<file path="src/rtl/core/hff_pkg.sv">
// Shared types, constants and character helpers of the hex field formatter.
package hff_pkg;

  localparam int MAX_RUN = 64;

  // Field widths fixed by the interface.
  localparam int ValueW = 64;
  localparam int WidthW = 7;
  localparam int PrecW  = 6;
  localparam int IndexW = 6;
  localparam int NdigW  = 5;

  localparam logic [WidthW-1:0] WidthMax = WidthW'(MAX_RUN);
  localparam logic [PrecW-1:0]  PrecMax  = PrecW'(MAX_RUN - 2);

  localparam logic [7:0] ChSpace = 8'h20;
  localparam logic [7:0] ChZero  = 8'h30;
  localparam logic [7:0] ChXLow  = 8'h78;
  localparam logic [7:0] ChXUp   = 8'h58;

  typedef enum logic [1:0] {
    ST_IDLE,
    ST_COUNT,
    ST_PLAN,
    ST_RUN
  } state_t;

  typedef struct packed {
    logic load;
    logic count;
    logic plan;
    logic emit;
  } cmd_t;

  typedef struct packed {
    logic empty;
    logic last;
    logic slot_free;
  } stat_t;

  function automatic logic [7:0] hex_ascii(input logic [3:0] nib, input logic upper);
    logic [7:0] ch;
    if (nib < 4'd10) begin
      ch = ChZero + {4'b0, nib};
    end else if (upper) begin
      ch = 8'h41 + {4'b0, nib - 4'd10};
    end else begin
      ch = 8'h61 + {4'b0, nib - 4'd10};
    end
    return ch;
  endfunction

endpackage

</file>
<file path="src/rtl/core/hff_ctrl.sv">
// Sequencing state machine of the hex field formatter.
module hff_ctrl (
  input  logic           clk,
  input  logic           rst_n,
  input  logic           in_valid,
  output logic           in_ready,
  input  hff_pkg::stat_t stat,
  output hff_pkg::cmd_t  cmd
);

  hff_pkg::state_t state_r;
  hff_pkg::state_t state_nxt;

  always_ff @(posedge clk) begin
    if (!rst_n) begin
      state_r <= hff_pkg::ST_IDLE;
    end else begin
      state_r <= state_nxt;
    end
  end

  always_comb begin
    state_nxt = state_r;
    cmd       = '0;
    in_ready  = 1'b0;
    unique case (state_r)
      hff_pkg::ST_IDLE: begin
        in_ready = 1'b1;
        if (in_valid) begin
          cmd.load  = 1'b1;
          state_nxt = hff_pkg::ST_COUNT;
        end
      end
      hff_pkg::ST_COUNT: begin
        cmd.count = 1'b1;
        state_nxt = hff_pkg::ST_PLAN;
      end
      hff_pkg::ST_PLAN: begin
        cmd.plan  = 1'b1;
        state_nxt = stat.empty ? hff_pkg::ST_IDLE : hff_pkg::ST_RUN;
      end
      hff_pkg::ST_RUN: begin
        if (stat.slot_free) begin
          cmd.emit = 1'b1;
          if (stat.last) begin
            state_nxt = hff_pkg::ST_IDLE;
          end
        end
      end
      default: begin
        state_nxt = hff_pkg::ST_IDLE;
      end
    endcase
  end

endmodule

</file>
<file path="src/rtl/core/hff_datapath.sv">
// Operand registers, field layout arithmetic and output register of the formatter.
module hff_datapath (
  input  logic                         clk,
  input  logic                         rst_n,
  input  hff_pkg::cmd_t                cmd,
  output hff_pkg::stat_t               stat,
  input  logic [hff_pkg::ValueW-1:0]   in_value,
  input  logic [hff_pkg::WidthW-1:0]   in_field_width,
  input  logic [hff_pkg::PrecW-1:0]    in_precision,
  input  logic                         in_has_precision,
  input  logic                         in_pad_with_zero,
  input  logic                         in_alternate_form,
  input  logic                         in_sign_slot,
  input  logic                         in_upper_case,
  output logic                         out_valid,
  input  logic                         out_ready,
  output logic [7:0]                   out_out_char,
  output logic [hff_pkg::IndexW-1:0]   out_char_index,
  output logic                         out_is_last
);

  // Operands captured at acceptance, limits already applied.
  logic [hff_pkg::ValueW-1:0] value_r;
  logic [hff_pkg::WidthW-1:0] width_r;
  logic [hff_pkg::PrecW-1:0]  prec_r;
  logic dot_r, zero_r, sharp_r, sign_r, upper_r;

  // Results of the count step.
  logic [hff_pkg::NdigW-1:0] ndig_r;
  logic [hff_pkg::PrecW-1:0] body_r;
  logic                      pre_r;

  // Results of the plan step.
  logic [hff_pkg::WidthW-1:0] len_r, ps_r, dstart_r;
  logic [hff_pkg::IndexW-1:0] idx_r;

  logic                       out_valid_r;
  logic [7:0]                 out_char_r;
  logic [hff_pkg::IndexW-1:0] out_index_r;
  logic                       out_last_r;

  logic [hff_pkg::NdigW-1:0]  ndig_c;
  logic [hff_pkg::PrecW-1:0]  b0_c, body_c;
  logic                       prefix_c;
  logic [7:0]                 total_c;
  logic [hff_pkg::WidthW-1:0] pad_c, len_c, dstart_c, ps_c;
  logic [hff_pkg::NdigW-1:0]  dcnt_c;
  logic [hff_pkg::WidthW-1:0] idx_w, rem_c;
  logic [3:0]                 nib_c;
  logic [7:0]                 char_c;
  logic                       last_c;

  // Count step: number of significant nibbles and digit body length.
  always_comb begin
    ndig_c = hff_pkg::NdigW'(1);
    for (int k = 1; k < hff_pkg::ValueW / 4; k++) begin
      if (value_r[4*k +: 4] != 4'd0) begin
        ndig_c = hff_pkg::NdigW'(k + 1);
      end
    end
    if (dot_r && (prec_r == '0) && (value_r == '0)) begin
      b0_c = '0;
    end else begin
      b0_c = {1'b0, ndig_c};
    end
    body_c   = (prec_r > b0_c) ? prec_r : b0_c;
    prefix_c = sharp_r && (value_r != '0);
  end

  // Plan step: padding, run length and segment boundaries.
  always_comb begin
    total_c  = {1'b0, width_r} - {2'b0, body_r} - {7'b0, sign_r} - {6'b0, pre_r, 1'b0};
    pad_c    = total_c[7] ? '0 : total_c[6:0];
    len_c    = pad_c + {5'b0, pre_r, 1'b0} + {1'b0, body_r};
    dcnt_c   = (body_r != '0) ? ndig_r : '0;
    dstart_c = len_c - {2'b0, dcnt_c};
    ps_c     = zero_r ? '0 : pad_c;
  end

  // Character at the current run position.
  always_comb begin
    idx_w  = {1'b0, idx_r};
    rem_c  = len_r - hff_pkg::WidthW'(1) - idx_w;
    nib_c  = value_r[{rem_c[3:0], 2'b00} +: 4];
    last_c = (idx_w + hff_pkg::WidthW'(1)) == len_r;
    if (idx_w < ps_r) begin
      char_c = hff_pkg::ChSpace;
    end else if (pre_r && (idx_w == ps_r)) begin
      char_c = hff_pkg::ChZero;
    end else if (pre_r && (idx_w == ps_r + hff_pkg::WidthW'(1))) begin
      char_c = upper_r ? hff_pkg::ChXUp : hff_pkg::ChXLow;
    end else if (idx_w >= dstart_r) begin
      char_c = hff_pkg::hex_ascii(nib_c, upper_r);
    end else begin
      char_c = hff_pkg::ChZero;
    end
  end

  always_ff @(posedge clk) begin
    if (cmd.load) begin
      value_r <= in_value;
      width_r <= (in_field_width > hff_pkg::WidthMax) ? hff_pkg::WidthMax : in_field_width;
      prec_r  <= (in_precision > hff_pkg::PrecMax) ? hff_pkg::PrecMax : in_precision;
      dot_r   <= in_has_precision;
      zero_r  <= in_pad_with_zero;
      sharp_r <= in_alternate_form;
      sign_r  <= in_sign_slot;
      upper_r <= in_upper_case;
    end
    if (cmd.count) begin
      ndig_r <= ndig_c;
      body_r <= body_c;
      pre_r  <= prefix_c;
    end
    if (cmd.plan) begin
      len_r    <= len_c;
      ps_r     <= ps_c;
      dstart_r <= dstart_c;
      idx_r    <= '0;
    end else if (cmd.emit) begin
      idx_r <= idx_r + hff_pkg::IndexW'(1);
    end
    if (cmd.emit) begin
      out_char_r  <= char_c;
      out_index_r <= idx_r;
      out_last_r  <= last_c;
    end
  end

  always_ff @(posedge clk) begin
    if (!rst_n) begin
      out_valid_r <= 1'b0;
    end else if (cmd.emit) begin
      out_valid_r <= 1'b1;
    end else if (out_ready) begin
      out_valid_r <= 1'b0;
    end
  end

  assign stat.empty     = (len_c == '0);
  assign stat.last      = last_c;
  assign stat.slot_free = !out_valid_r || out_ready;

  assign out_valid      = out_valid_r;
  assign out_out_char   = out_char_r;
  assign out_char_index = out_index_r;
  assign out_is_last    = out_last_r;

endmodule

</file>
<file path="src/rtl/core/hex_field_formatter_top.sv">
// Top level of the hex field formatter: controller plus datapath.
//
// The block turns one 64-bit value, together with printf-style width,
// precision and flag bits, into right-justified hexadecimal text. Each input
// beat on the in_ channel (valid/ready) produces a run of output beats on the
// out_ channel, one ASCII byte per beat, with its position in the run and a
// marker on the final byte. A run holds at most 64 bytes; a zero value with
// an explicit zero precision and no padding gives no beat at all.
// After an input beat is accepted the block counts the significant nibbles,
// then lays out the field, then emits the first byte into the output register.
// Bytes then follow at one per cycle while the receiver keeps out_ready high.
// The output register paces the run: one byte is produced per cycle in which
// that register is empty or being drained.
// in_ready is high only while no run is being produced; the next item may be
// accepted while the final byte of the previous run still waits in the
// output register. If the receiver stalls, the current byte holds steady
// and the run pauses without loss.
// Reset (rst_n low, synchronous) returns the controller to idle and empties
// the output register; no other state survives between items.
module hex_field_formatter_top (
  input  logic                         clk,
  input  logic                         rst_n,
  input  logic                         in_valid,
  output logic                         in_ready,
  input  logic [hff_pkg::ValueW-1:0]   in_value,
  input  logic [hff_pkg::WidthW-1:0]   in_field_width,
  input  logic [hff_pkg::PrecW-1:0]    in_precision,
  input  logic                         in_has_precision,
  input  logic                         in_pad_with_zero,
  input  logic                         in_alternate_form,
  input  logic                         in_sign_slot,
  input  logic                         in_upper_case,
  output logic                         out_valid,
  input  logic                         out_ready,
  output logic [7:0]                   out_out_char,
  output logic [hff_pkg::IndexW-1:0]   out_char_index,
  output logic                         out_is_last
);

  // Commands flow from the controller to the datapath, status flows back.
  hff_pkg::cmd_t  cmd;
  hff_pkg::stat_t stat;

  hff_ctrl u_ctrl (
    .clk      (clk),
    .rst_n    (rst_n),
    .in_valid (in_valid),
    .in_ready (in_ready),
    .stat     (stat),
    .cmd      (cmd)
  );

  hff_datapath u_datapath (
    .clk               (clk),
    .rst_n             (rst_n),
    .cmd               (cmd),
    .stat              (stat),
    .in_value          (in_value),
    .in_field_width    (in_field_width),
    .in_precision      (in_precision),
    .in_has_precision  (in_has_precision),
    .in_pad_with_zero  (in_pad_with_zero),
    .in_alternate_form (in_alternate_form),
    .in_sign_slot      (in_sign_slot),
    .in_upper_case     (in_upper_case),
    .out_valid         (out_valid),
    .out_ready         (out_ready),
    .out_out_char      (out_out_char),
    .out_char_index    (out_char_index),
    .out_is_last       (out_is_last)
  );

  // An accepted item always takes the block out of idle: input is not ready right after it.
  a_busy_after_accept: assert property (@(posedge clk) disable iff (!rst_n)
    (in_valid && in_ready) |=> !in_ready)
    else $error("input still ready right after an accepted beat");

  // While a byte that is not the last one is pending, no new item may enter.
  a_no_accept_mid_run: assert property (@(posedge clk) disable iff (!rst_n)
    (out_valid && !out_is_last) |-> !in_ready)
    else $error("input ready in the middle of a run");

  // Taking a byte that is not the last one brings its successor at once.
  a_run_advances: assert property (@(posedge clk) disable iff (!rst_n)
    (out_valid && out_ready && !out_is_last) |=>
      (out_valid && (out_char_index == hff_pkg::IndexW'($past(out_char_index) + 1'b1))))
    else $error("run did not advance to the next byte");

endmodule
</file>
<file path="config.mk">
export PLATFORM = sky130hd
export DESIGN_NAME = hex_field_formatter_top
export DESIGN_NICKNAME = d
export VERILOG_FILES = /design/src/rtl/core/hff_pkg.sv /design/src/rtl/core/hff_ctrl.sv /design/src/rtl/core/hff_datapath.sv /design/src/rtl/core/hex_field_formatter_top.sv
export SDC_FILE = /design/constraint.sdc
export NUM_CORES = 1
export LEC_CHECK = 0
export BUFFER_PORTS_ARGS = -buffer_cell sky130_fd_sc_hd__buf_2
export CAP_MARGIN = 20
export CORE_AREA = 5 5 155 157
export DETAILED_ROUTE_END_ITERATION = 10
export DIE_AREA = 0 0 160 162
export GPL_ROUTABILITY_DRIVEN = 0
export SLEW_MARGIN = 20
export SYNTH_ARGS = -nofsm -noshare
export SYNTH_HDL_FRONTEND = slang
export SYNTH_SLANG_ARGS = --single-unit
export TNS_END_PERCENT = 1
</file>
<file path="constraint.sdc">
create_clock -name clk -period 6.3 [get_ports clk]
set_clock_uncertainty 0.05 [all_clocks]
set_input_delay 0 -clock clk [delete_from_list [all_inputs] [get_ports clk]]
set_output_delay 0 -clock clk [all_outputs]
set_load 0.005 [all_outputs]
</file>
==> results of run 1 <==
synthesized netlist by cell type (all sizes together) (4+ instances only):
library cell / count
edfxtp: 129
inv: 56
ha: 51
nor2: 36
a21oi: 21
nand2: 21
xnor2: 21
mux4: 18
nor4: 18
nor2b: 17
xor2: 15
o21ai: 14
nor3: 11
clkbuf: 10
dfxtp: 9
nand3: 8
or4: 8
mux2i: 7
o21a: 7
a211oi: 6
buf: 6
fa: 6
mux2: 6
nand4: 6
or3: 6
a21o: 5
a31oi: 5
nand2b: 5
o211ai: 4
o21bai: 4
registers in the layout, summed over array words and instances (netlist names), 5 cells and up:
name / count
u_datapath.out_out_char: 7
u_datapath.ps_r: 7
u_datapath.len_r: 7
u_datapath.idx_r: 6
u_datapath.dstart_r: 7
u_datapath.value_r: 64
u_datapath.ndig_r: 5
u_datapath.body_r: 6
u_datapath.prec_r: 6
u_datapath.out_char_index: 6
u_datapath.width_r: 7
stage by stage:
stage	instances	power, uW	hold slack [ns]	cell area (um^2)
detailed placement	948	4111	0.1281	8252
global placement	948	4075	0.1274	8252
floorplan	575	3549	0.04887	7456
global route	1064	5521	0.03603	9663
CTS	1064	5132	0.03350	9663
finish	1064	5102	0.03495	9663
logic make-up (layout without fill, tap and decap cells):
kind of cell,after synthesis,count (layout),share of synthesized area (%)
adders and majority gates,58,58,10.30
muxes,31,31,7.837
xor gates and xnor gates,36,36,4.330
and+or+nand+nor,153,153,11.19
buffers and inverters,72,276,4.078
DFF,138,138,54.37
AOI/OAI and AO/OA,86,86,7.837
other,1,1,0.05030
area by class of cell:
class / instances / area [um^2]
tap: 285 / 356.6
clock inverter: 15 / 145.1
fill: 2017 / 12700
timing repair buffer: 188 / 1369
sequential: 138 / 4054
inverter: 56 / 210.2
clock buffer: 17 / 425.4
multi-input combinational: 365 / 3103
report_power, final:
| part | switching (uW) | leakage, uW | internal, uW |
|---|---|---|---|
| combinational | 1430 | 0.00224 | 1190 |
| clock | 436 | 0.000280 | 526 |
| sequential | 132 | 0.00128 | 1380 |
final timing paths:
check | cells after the start | end | slack [ns] | from
setup reg to reg | 20 | u_datapath.dstart_r[6]$_DFFE_PP_ | 1.01 | u_datapath.body_r[0]$_DFFE_PN_
hold reg to reg | 0 | u_datapath.body_r[5]$_SDFFCE_PN0N_ | 0.50 | u_datapath.prec_r[5]$_SDFFCE_PN1P_
hold / removal | 2 | u_datapath.value_r[41]$_DFFE_PP_ | 0.03 | in_valid
setup / recovery | 20 | u_datapath.dstart_r[6]$_DFFE_PP_ | 1.01 | u_datapath.body_r[0]$_DFFE_PN_
routing by layer:
metal / global-route usage [%] / share of wire [%] / vias up
li1: - / - / 2566
met1: 17.06 / 44 / 2477
met2: 22.10 / 49 / 134
met3: 2.969 / 5.6 / 18
met4: 4.849 / 1.8 / 0
met5: 0 / 0 / -
timing repair:
| action | CTS | global route |
|---|---|---|
| resized for setup | 0 | 0 |
| endpoints found under the hold margin | 85 | 0 |
| hold buffers | 84 | 0 |
==> metrics.md, run 1 <==
| Metric | Value |
|---|---|
| Outcome | completed |
| Synth Flop Type | edfxtp_1 |
| GRT overflow | 0 |
| Relative slew slack | roughly 38% |
| Area Overhead vs Synth | 29.60% |
| Post-CTS Setup Bufs | 0 |
| Synthesized flop and latch total | around 140 |
| FFs w/ async S/R, synth | 0% |
| Htree depth | 4 |
| Post-Route WL | 16,810 um |
| Initial antenna violation count | 0 |
| Top cells by area, synth | edfxtp_1 (52%), ha_1 (8.6%), mux4_1 (3.9%) |
| Cell variety after synth | between 60 and 70 |
| Detailed Place HPWL | 12,140 um |
| First-pass DRT Iterations | 5 |
| Row count | 55 |
| Peak VDD IR | 0.3233 mV |
| Avg WL per Cell | around 16 um |
| Total CTS buffers | 17 |
| Initial Util | 33.34% |
| Setup violations, final | 0 |
| I/O pins | ~100 |
| Vias/cell | slightly below 5 |
| Starting DRT DRC Count | roughly 240 |
| Max frequency | around 190 MHz |
| Die area | 0.02592 mm^2 |
| Setup ws final | 1.011 ns |
| Largest net degree at the start of global routing | 70 |
| Via count | 5,195 |
| Die Y | 162 um |
| Post-synth EDFFs | around 130 |
| CP required | 6.42 ns |
| Synthesis warning total | 0 |
| Fin. max-slew vios | 0 |
| Cell Pwr Density | 528.0 mW/mm^2 |
| Final Hold Fails | 0 |
| Post-layout util | 43.21% |
| HP Class | input port to flop |
| Leakage power | 0.003806 uW |
| Synthesized cell area | 0.007456 mm^2 |
| CTS root buf | clkbuf_16 |
| Synth top area share | 51.96% |
| Syn nets | 718 |
| Yosys top cell by area | edfxtp_1 |
| First-pass GRT wire length | 27,100 um |
| Synth Instances | ~580 |
| Vias in the first global route | ~5,200 |
| Critical path class | flop to flop |
| Critical Path AT | roughly 5.4 ns |
| CTS tree | yes |
| Worst-path cell chain | ha_1, inv_1, fa_1, ha_1, inv_1, o21bai_1, a2111oi_0, o31a_1, nor2_1, fa_1, ha_1, inv_1, fa_1, inv_1, ha_1, a21o_1, a21oi_1, nor2b_1, nor3_1, xor2_1 |
| Final setup TNS | 0 ns |
| Crit path max-delay cell type | a2111oi_0 |
| Drt drc | 0 |
| Most frequent cells in the layout | edfxtp_1 (129), buf_2 (101), dlygate4sd3_1 (84) |
| Slew @ Worst Pin | between 0.9 and 1 ns |
| Core Area | 0.02237 mm^2 |
| Clock slew at reported path FFs | 0.07 ns |
| Worst path top cell family by delay | adder cells |
| Die X | ~160 um |
| Layout cell share with drive strength beyond 1 | 19.90% |
| Final min period | roughly 5.3 ns |
| Port Buffers | 101 |
| Clk_lat worst skew | 0.43 ns |
| Register area share after synthesis | 54.37% |
| CP max stage delay | 0.59 ns |
| Total track usage | 13.27% |
| Final nets | a little over 900 |
| Crit start category | flop |
| Crit. End Element | flop |
| Antenna Cells | 0 |
| Buffers and inverters on the worst path | 4 |
| Clk sinks | approximately 140 |
| Dpl ws | 1.040 ns |
| Crit Path Max Fanout | 6 |
| Syn_area_per_cell | 12.97 um^2 |
| Max clock buf depth | 2 |
| Max-cap viol count | 0 |
| Most common cell after layout, fill and taps aside | edfxtp_1 |
| RSZ-0062 raised after global routing | false |
| Period utilization | 83.96% |
| Post-route ant nets | 0 |
(Power assumes the default switching activity.)
==> run 2, diff against run 1 <==
==> constraint.sdc (replaced) <==
create_clock -name clk -period 4.69 [get_ports clk]
set_clock_uncertainty 0.05 [all_clocks]
set_input_delay 0 -clock clk [delete_from_list [all_inputs] [get_ports clk]]
set_output_delay 0 -clock clk [all_outputs]
set_load 0.005 [all_outputs]
==> run 2 against run 1 <==
Net effect:
- final cell count increased by 2.2%
- fmax is 14% higher
- total power is 52% higher
- worst setup slack worse by 0.95 ns
- sequential cell count unchanged
- critical path depth did not move
- register-to-register slack worse by 0.95 ns
- global-route usage is 0.47 points higher
- clock power is 37% higher
- sequential power grew 34%
- worst hold slack gained 0.078 ns
==> metrics.md, run 2 (synthesis results as in run 1) <==
| Metric | Value |
|---|---|
| Outcome | completed (unchanged) |
| Relative slew slack | 38.27% (was 37.80%) |
| Core Area | 0.02237 mm^2 (unchanged) |
| Post-Route WL | 17,660 um (was 16,810 um) |
| Reg-to-Reg Start | u_datapath.body_r[0]$_DFFE_PN_ (unchanged) |
| Part of the power in registers | 26.3% (was 29.7%) |
| Row count | 55 (unchanged) |
| Crit. End Element | flop (unchanged) |
| Clk_lat worst skew | 0.42 ns (was 0.43 ns) |
| Detailed Place HPWL | 12,190 um (was 12,140 um) |
| Hold Path Cell Cnt | 5 (was 2) |
| RSZ-0062 raised after global routing | true (was false) |
| Final min period | 4.632 ns (was 5.289 ns) |
| Setup ws final | 0.05755 ns (was 1.011 ns) |
| Layout cell share with drive strength beyond 1 | 25.72% (was 19.90%) |
| Avg WL per Cell | 16.24 um (was 15.80 um) |
| Max clock buf depth | 2 (unchanged) |
| Clk sinks | 138 (unchanged) |
| Crit start category | flop (unchanged) |
| Buffers and inverters on the worst path | 4 (unchanged) |
| Via count | 5,332 (was 5,195) |
| Starting DRT DRC Count | 292 (was 242) |
| Worst-path cell chain | ha_2, inv_2, fa_1, ha_4, inv_4, o21bai_4, a2111oi_4, o31a_1, nor2_2, fa_1, ha_2, inv_2, fa_2, inv_4, ha_4, a21o_1, a21oi_2, nor2b_1, nor3_2, xor2_1 (was ha_1, inv_1, fa_1, ha_1, inv_1, o21bai_1, a2111oi_0, o31a_1, nor2_1, fa_1, ha_1, inv_1, fa_1, inv_1, ha_1, a21o_1, a21oi_1, nor2b_1, nor3_1, xor2_1) |
| Die Y | 162 um (unchanged) |
| Critical Path AT | 4.74 ns (was 5.40 ns) |
| Peak VDD IR | 0.4341 mV (was 0.3233 mV) |
| Largest register FFs | 64 (unchanged) |
| First-pass DRT Iterations | 4 (was 5) |
| Placed Instances | 963 (was 948) |
| I/O pins | 103 (unchanged) |
| Dpl ws | -0.1326 ns (was 1.040 ns) |
| RR Endpoint | u_datapath.dstart_r[6]$_DFFE_PP_ (unchanged) |
| Initial antenna violation count | 1 (was 0) |
| Crit Path Max Fanout | 3 (was 6) |
| Final Instance Area | 0.01001 mm^2 (was 0.009663 mm^2) |
| Critical path class | flop to flop (unchanged) |
| CTS tree | yes (unchanged) |
| Vias in the first global route | 5,458 (was 5,228) |
| Max frequency | 215.9 MHz (was 189.1 MHz) |
| Worst r2r path cells | 20 (unchanged) |
| Final Hold Fails | 0 (unchanged) |
| Vias/cell | 4.905 (was 4.883) |
| Post-route ant nets | 0 (unchanged) |
| Largest net degree at the start of global routing | 45 (was 70) |
| Combinational power share | 56.7% (was 51.4%) |
| Drt drc | 0 (unchanged) |
| Final setup TNS | 0 ns (unchanged) |
| CP max stage delay | 0.56 ns (was 0.59 ns) |
| Port Buffers | 101 (unchanged) |
| Post-layout util | 44.77% (was 43.21%) |
| CTS root buf | clkbuf_16 (unchanged) |
| Crit path max-delay cell type | fa_1 (was a2111oi_0) |
| Flop2flop setup slack | 0.06 ns (was 1.01 ns) |
| Initial Util | 33.34% (unchanged) |
| Cell Pwr Density | 772.8 mW/mm^2 (was 528.0 mW/mm^2) |
| Sw Ratio | 38.39% (was 39.18%) |
| Total track usage | 13.74% (was 13.27%) |
| Final non-filler cell total | 1,087 (was 1,064) |
| Fin. max-slew vios | 0 (unchanged) |
| Die area | 0.02592 mm^2 (unchanged) |
| Period utilization | 98.77% (was 83.96%) |
| Setup violations, final | 0 (unchanged) |
| Most common cell after layout, fill and taps aside | edfxtp_1 (unchanged) |
| Htree depth | 4 (unchanged) |
| Clock slew at reported path FFs | 0.06 ns (was 0.07 ns) |
| CP required | 4.80 ns (was 6.42 ns) |
| Die X | 160 um (unchanged) |
| First-pass GRT wire length | 28,310 um (was 27,100 um) |
| Area after DPL | 0.008389 mm^2 (was 0.008252 mm^2) |
| Min-Delay Startpoint | out_ready (was in_valid) |
| Area Overhead vs Synth | 34.30% (was 29.60%) |
| Largest register by flop count | u_datapath.value_r (unchanged) |
| Leakage power | 0.003928 uW (was 0.003806 uW) |
| Most frequent cells in the layout | edfxtp_1 (129), buf_2 (101), dlygate4sd3_1 (84) (unchanged) |
| Max-cap viol count | 0 (unchanged) |
| Net switching power | 2971 uW (was 1999 uW) |
| Worst path top cell family by delay | adder cells (unchanged) |
| HP Class | input port to flop (unchanged) |
| Slew @ Worst Pin | 0.9260 ns (was 0.9245 ns) |
| Total CTS buffers | 17 (unchanged) |
| Pint | 4767 uW (was 3103 uW) |
| Worst hold path endpoint | u_ctrl.state_r[1]$_SDFFE_PN0P_ (was u_datapath.value_r[41]$_DFFE_PP_) |
| GRT overflow | 0 (unchanged) |
| Clk pwr share | 17.0% (was 18.9%) |
| Final nets | 931 (was 909) |
-- run 2: changes by cell type in the layout (fill, tap and decap cells not counted), sizes merged --
| cell | before | now |
|---|---|---|
| clkinvlp | 1 | 4 |
| diode | 0 | 1 |
| inv | 67 | 64 |
| buf | 104 | 126 |
| bufinv | 0 | 1 |
| clkinv | 3 | 2 |
-- run 2: metrics by stage --
stage	power (uW)	hold slack [ns]
after CTS	7369	0.1062
after floorplan	4839	0.04887
after detailed placement	5872	0.1281
final	7738	0.1125
after global placement	5829	0.1279
after global routing	8290	0.1709
-- run 2: power groups by stage --
stage	clock [uW]	sequential, uW	combinational [uW]
6_report	1320	2030	4390
3_5_place_dp	0	2060	3810
2_1_floorplan	0	2000	2840
4_1_cts	1330	2030	4010
3_3_place_gp	0	2050	3780
5_1_grt	1390	2070	4830
-- run 2: tightest hold or removal path, cell delays in order --
cell      delay, ns
buf_2          0.09
nand2b_1       0.17
nand4_1        0.11
o211ai_1       0.09
o21ai_1        0.07
-- run 2: final cells by class --
cell class	instances	area (um^2)
fill	1985	12350
sequential	138	4054
multi-input combinational	365	3271
timing repair buffer	210	1534
clock buffer	17	425.4
tap	285	356.6
inverter	56	215.2
clock inverter	15	155.1
antenna	1	2.502
-- run 2: per-layer routing --
layer	wire length, um	GRT usage [%]	up-vias
met2	8611	23.26	144
met4	541	5.436	0
met5	0	0	-
met1	7804	17.48	2552
met3	699	2.639	35
li1	-	-	2601
-- run 2: repair_timing --
item | CTS | global route
hold buffers | 84 | 0
gates resized for setup | 5 | 25
pin swaps | 2 | 29
setup endpoints to repair | 4 | 7
setup buffers | 1 | 6
hold endpoints to repair | 85 | 0
-- run 2: worst max-delay path by stage --
stage / from / to / slack (ns) / cells past startpoint
after CTS: u_datapath.body_r[0]$_DFFE_PN_ / u_datapath.dstart_r[6]$_DFFE_PP_ / 0.02 / 20
final: u_datapath.body_r[0]$_DFFE_PN_ / u_datapath.dstart_r[6]$_DFFE_PP_ / 0.06 / 20
after global placement: u_datapath.body_r[0]$_DFFE_PN_ / u_datapath.dstart_r[6]$_DFFE_PP_ / -0.03 / 20
after global routing: u_datapath.body_r[0]$_DFFE_PN_ / u_ctrl.state_r[0]$_SDFFE_PN0P_ / -0.14 / 18
after floorplan: u_datapath.body_r[0]$_DFFE_PN_ / u_datapath.dstart_r[6]$_DFFE_PP_ / 0.0006 / 20
after detailed placement: u_datapath.body_r[0]$_DFFE_PN_ / u_datapath.dstart_r[6]$_DFFE_PP_ / -0.13 / 20
==> run 3, diff against run 2 <==
--- a/config.mk
+++ b/config.mk
@@ -15,4 +15,4 @@
 export SYNTH_ARGS = -nofsm -noshare
 export SYNTH_HDL_FRONTEND = slang
 export SYNTH_SLANG_ARGS = --single-unit
-export TNS_END_PERCENT = 1
+export TNS_END_PERCENT = 50
==> constraint.sdc (replaced) <==
create_clock -name clk -period 4.69 [get_ports clk]
set_clock_uncertainty 0.05 [all_clocks]
set_input_delay 0 -clock clk [delete_from_list [all_inputs] [get_ports clk]]
set_output_delay 0 -clock clk [all_outputs]
set_load 0.1 [all_outputs]
==> run 3 against run 2 <==
Net effect:
- core utilization about the same
- first-iteration DRC count decreased by 1.0%
- non-clock buffer count increased by 1
- total power increased by 1.8%
- global-route usage unchanged
- sequential share of layout area about the same
- clock power about the same
- count of clock-buffer cells in the layout unchanged
- via count unchanged
- critical path depth unchanged
- register-to-register slack about the same
- sequential cell count unchanged
- critical endpoint unchanged
- largest cell class unchanged
- highest routed layer unchanged
==> metrics.md, run 3 (synthesis results as in run 1) <==
| Metric | Value |
|---|---|
| Die area | 0.02592 mm^2 (unchanged) |
| Initial Util | 33.34% (unchanged) |
| Critical path class | flop to flop (unchanged) |
| Outcome | completed (unchanged) |
| Crit start category | flop (unchanged) |
| Final min period | 4.627 ns (was 4.632 ns) |
| Most frequent cells in the layout | edfxtp_1 (129), buf_2 (101), dlygate4sd3_1 (84) (unchanged) |
| Leakage power | 0.003933 uW (was 0.003928 uW) |
| Detailed Place HPWL | 12,190 um (unchanged) |
| Core Area | 0.02237 mm^2 (unchanged) |
| Max frequency | 216.1 MHz (was 215.9 MHz) |
| Largest register by flop count | u_datapath.value_r (unchanged) |
| Setup violations, final | 0 (unchanged) |
| Final Hold Fails | 0 (unchanged) |
| Die Y | 162 um (unchanged) |
| Most common cell after layout, fill and taps aside | edfxtp_1 (unchanged) |
| Fin. max-slew vios | 0 (unchanged) |
| Initial antenna violation count | 1 (unchanged) |
| Clock slew at reported path FFs | 0.06 ns (about the same) |
| CP max stage delay | 0.56 ns (about the same) |
| Avg WL per Cell | 16.24 um (about the same) |
| Port Buffers | 101 (unchanged) |
| Max clock buf depth | 2 (unchanged) |
| Row count | 55 (unchanged) |
| Slew @ Worst Pin | 0.9248 ns (was 0.9260 ns) |
| Period utilization | 98.66% (was 98.77%) |
| Area Overhead vs Synth | 34.40% (was 34.30%) |
| Crit path max-delay cell type | fa_1 (unchanged) |
| Vias/cell | 4.901 (was 4.905) |
| Die X | 160 um (unchanged) |
| Clk_lat worst skew | 0.42 ns (about the same) |
| I/O pins | 103 (unchanged) |
| RSZ-0062 raised after global routing | true (unchanged) |
| Final setup TNS | 0 ns (unchanged) |
| Via count | 5,332 (unchanged) |
| Final Instance Area | 0.01002 mm^2 (was 0.01001 mm^2) |
| Post-route ant nets | 0 (unchanged) |
| Relative slew slack | 38.35% (was 38.27%) |
| Layout cell share with drive strength beyond 1 | 25.81% (was 25.72%) |
| CTS root buf | clkbuf_16 (unchanged) |
| CTS tree | yes (unchanged) |
| Total CTS buffers | 17 (unchanged) |
| Worst-path cell chain | ha_2, inv_2, fa_1, ha_4, inv_4, o21bai_4, a2111oi_4, o31a_1, nor2_2, fa_1, ha_2, inv_2, fa_2, inv_4, ha_4, a21o_1, a21oi_2, nor2b_1, nor3_2, xor2_1 (unchanged) |
| HP Class | input port to flop (unchanged) |
| Peak VDD IR | 0.4340 mV (was 0.4341 mV) |
| Largest register FFs | 64 (unchanged) |
| Cell Pwr Density | 786.1 mW/mm^2 (was 772.8 mW/mm^2) |
| Critical Path AT | 4.73 ns (was 4.74 ns) |
| Post-layout util | 44.81% (was 44.77%) |
| Htree depth | 4 (unchanged) |
| Max-cap viol count | 0 (unchanged) |
| Final nets | 932 (was 931) |
| Clk sinks | 138 (unchanged) |
| First-pass DRT Iterations | 4 (unchanged) |
| Starting DRT DRC Count | 289 (was 292) |
| Total track usage | 13.74% (unchanged) |
| GRT overflow | 0 (unchanged) |
| Drt drc | 0 (unchanged) |
| Area after DPL | 0.008389 mm^2 (unchanged) |
| CP required | 4.80 ns (about the same) |
| Crit. End Element | flop (unchanged) |
| First-pass GRT wire length | 28,310 um (unchanged) |
| Post-Route WL | 17,670 um (was 17,660 um) |
| Largest net degree at the start of global routing | 45 (unchanged) |
| Vias in the first global route | 5,458 (unchanged) |
| Crit Path Max Fanout | 3 (unchanged) |
run 3: cell count changes in the layout (fill, tap and decap cells not counted):
cell   change
buf_4      +1
run 3: metal layers:
layer / track usage, % / vias up / part of all wire [%]
met4: 5.436 / 0 / 3.0
li1: - / 2603 / -
met3: 2.639 / 33 / 3.9
met1: 17.48 / 2553 / 44
met5: 0 / - / 0
met2: 23.26 / 143 / 49
run 3: area by class of cell:
class,instances,area [um^2]
antenna,1,2.502
clock buffer,17,425.4
clock inverter,15,155.1
fill,1983,12340
inverter,56,215.2
multi-input combinational,365,3271
sequential,138,4054
tap,285,356.6
timing repair buffer,211,1541
run 3: final timing paths:
path	depth (start not counted)	start	slack (ns)	endpoint
max reg2reg	20	u_datapath.body_r[0]$_DFFE_PN_	0.06	u_datapath.dstart_r[6]$_DFFE_PP_
min reg2reg	0	u_datapath.prec_r[5]$_SDFFCE_PN1P_	0.48	u_datapath.body_r[5]$_SDFFCE_PN0N_
min	5	out_ready	0.11	u_ctrl.state_r[1]$_SDFFE_PN0P_
max	20	u_datapath.body_r[0]$_DFFE_PN_	0.06	u_datapath.dstart_r[6]$_DFFE_PP_
run 3: power by group:
part           leakage, uW  internal, uW  switching (uW)
Sequential         0.00128          1860             175
Clock             0.000273           750             566
Combinational      0.00238          2190            2340
run 3: critical path: cells and delay by family, from the launching register on:
family	cells	cell delay (ns)
fa+ha+maj	7	2.41
compound gates	5	0.98
flops	1	0.37
simple gates	3	0.30
buf+inv	4	0.18
xor+xnor	1	0.09
run 3: through the flow:
stage	std cells	total power [uW]	hold WS, ns	worst slack (ns)
detailed placement	963	5987	0.1281	-0.1326
floorplan	575	4954	0.04887	0.0005667
finish	1088	7877	0.1131	0.06263
global route	1088	8435	0.1709	-0.1375
global placement	963	5944	0.1279	-0.02801
CTS	1080	7483	0.1062	0.01657
run 3: what timing repair did:
| action | in CTS | in global routing |
|---|---|---|
| endpoints found under the hold margin | 85 | 0 |
| gates resized for setup | 5 | 25 |
| pin swaps | 2 | 31 |
| endpoints found under the setup margin | 4 | 7 |
| hold buffers | 84 | 0 |
| buffers inserted | 1 | 7 |
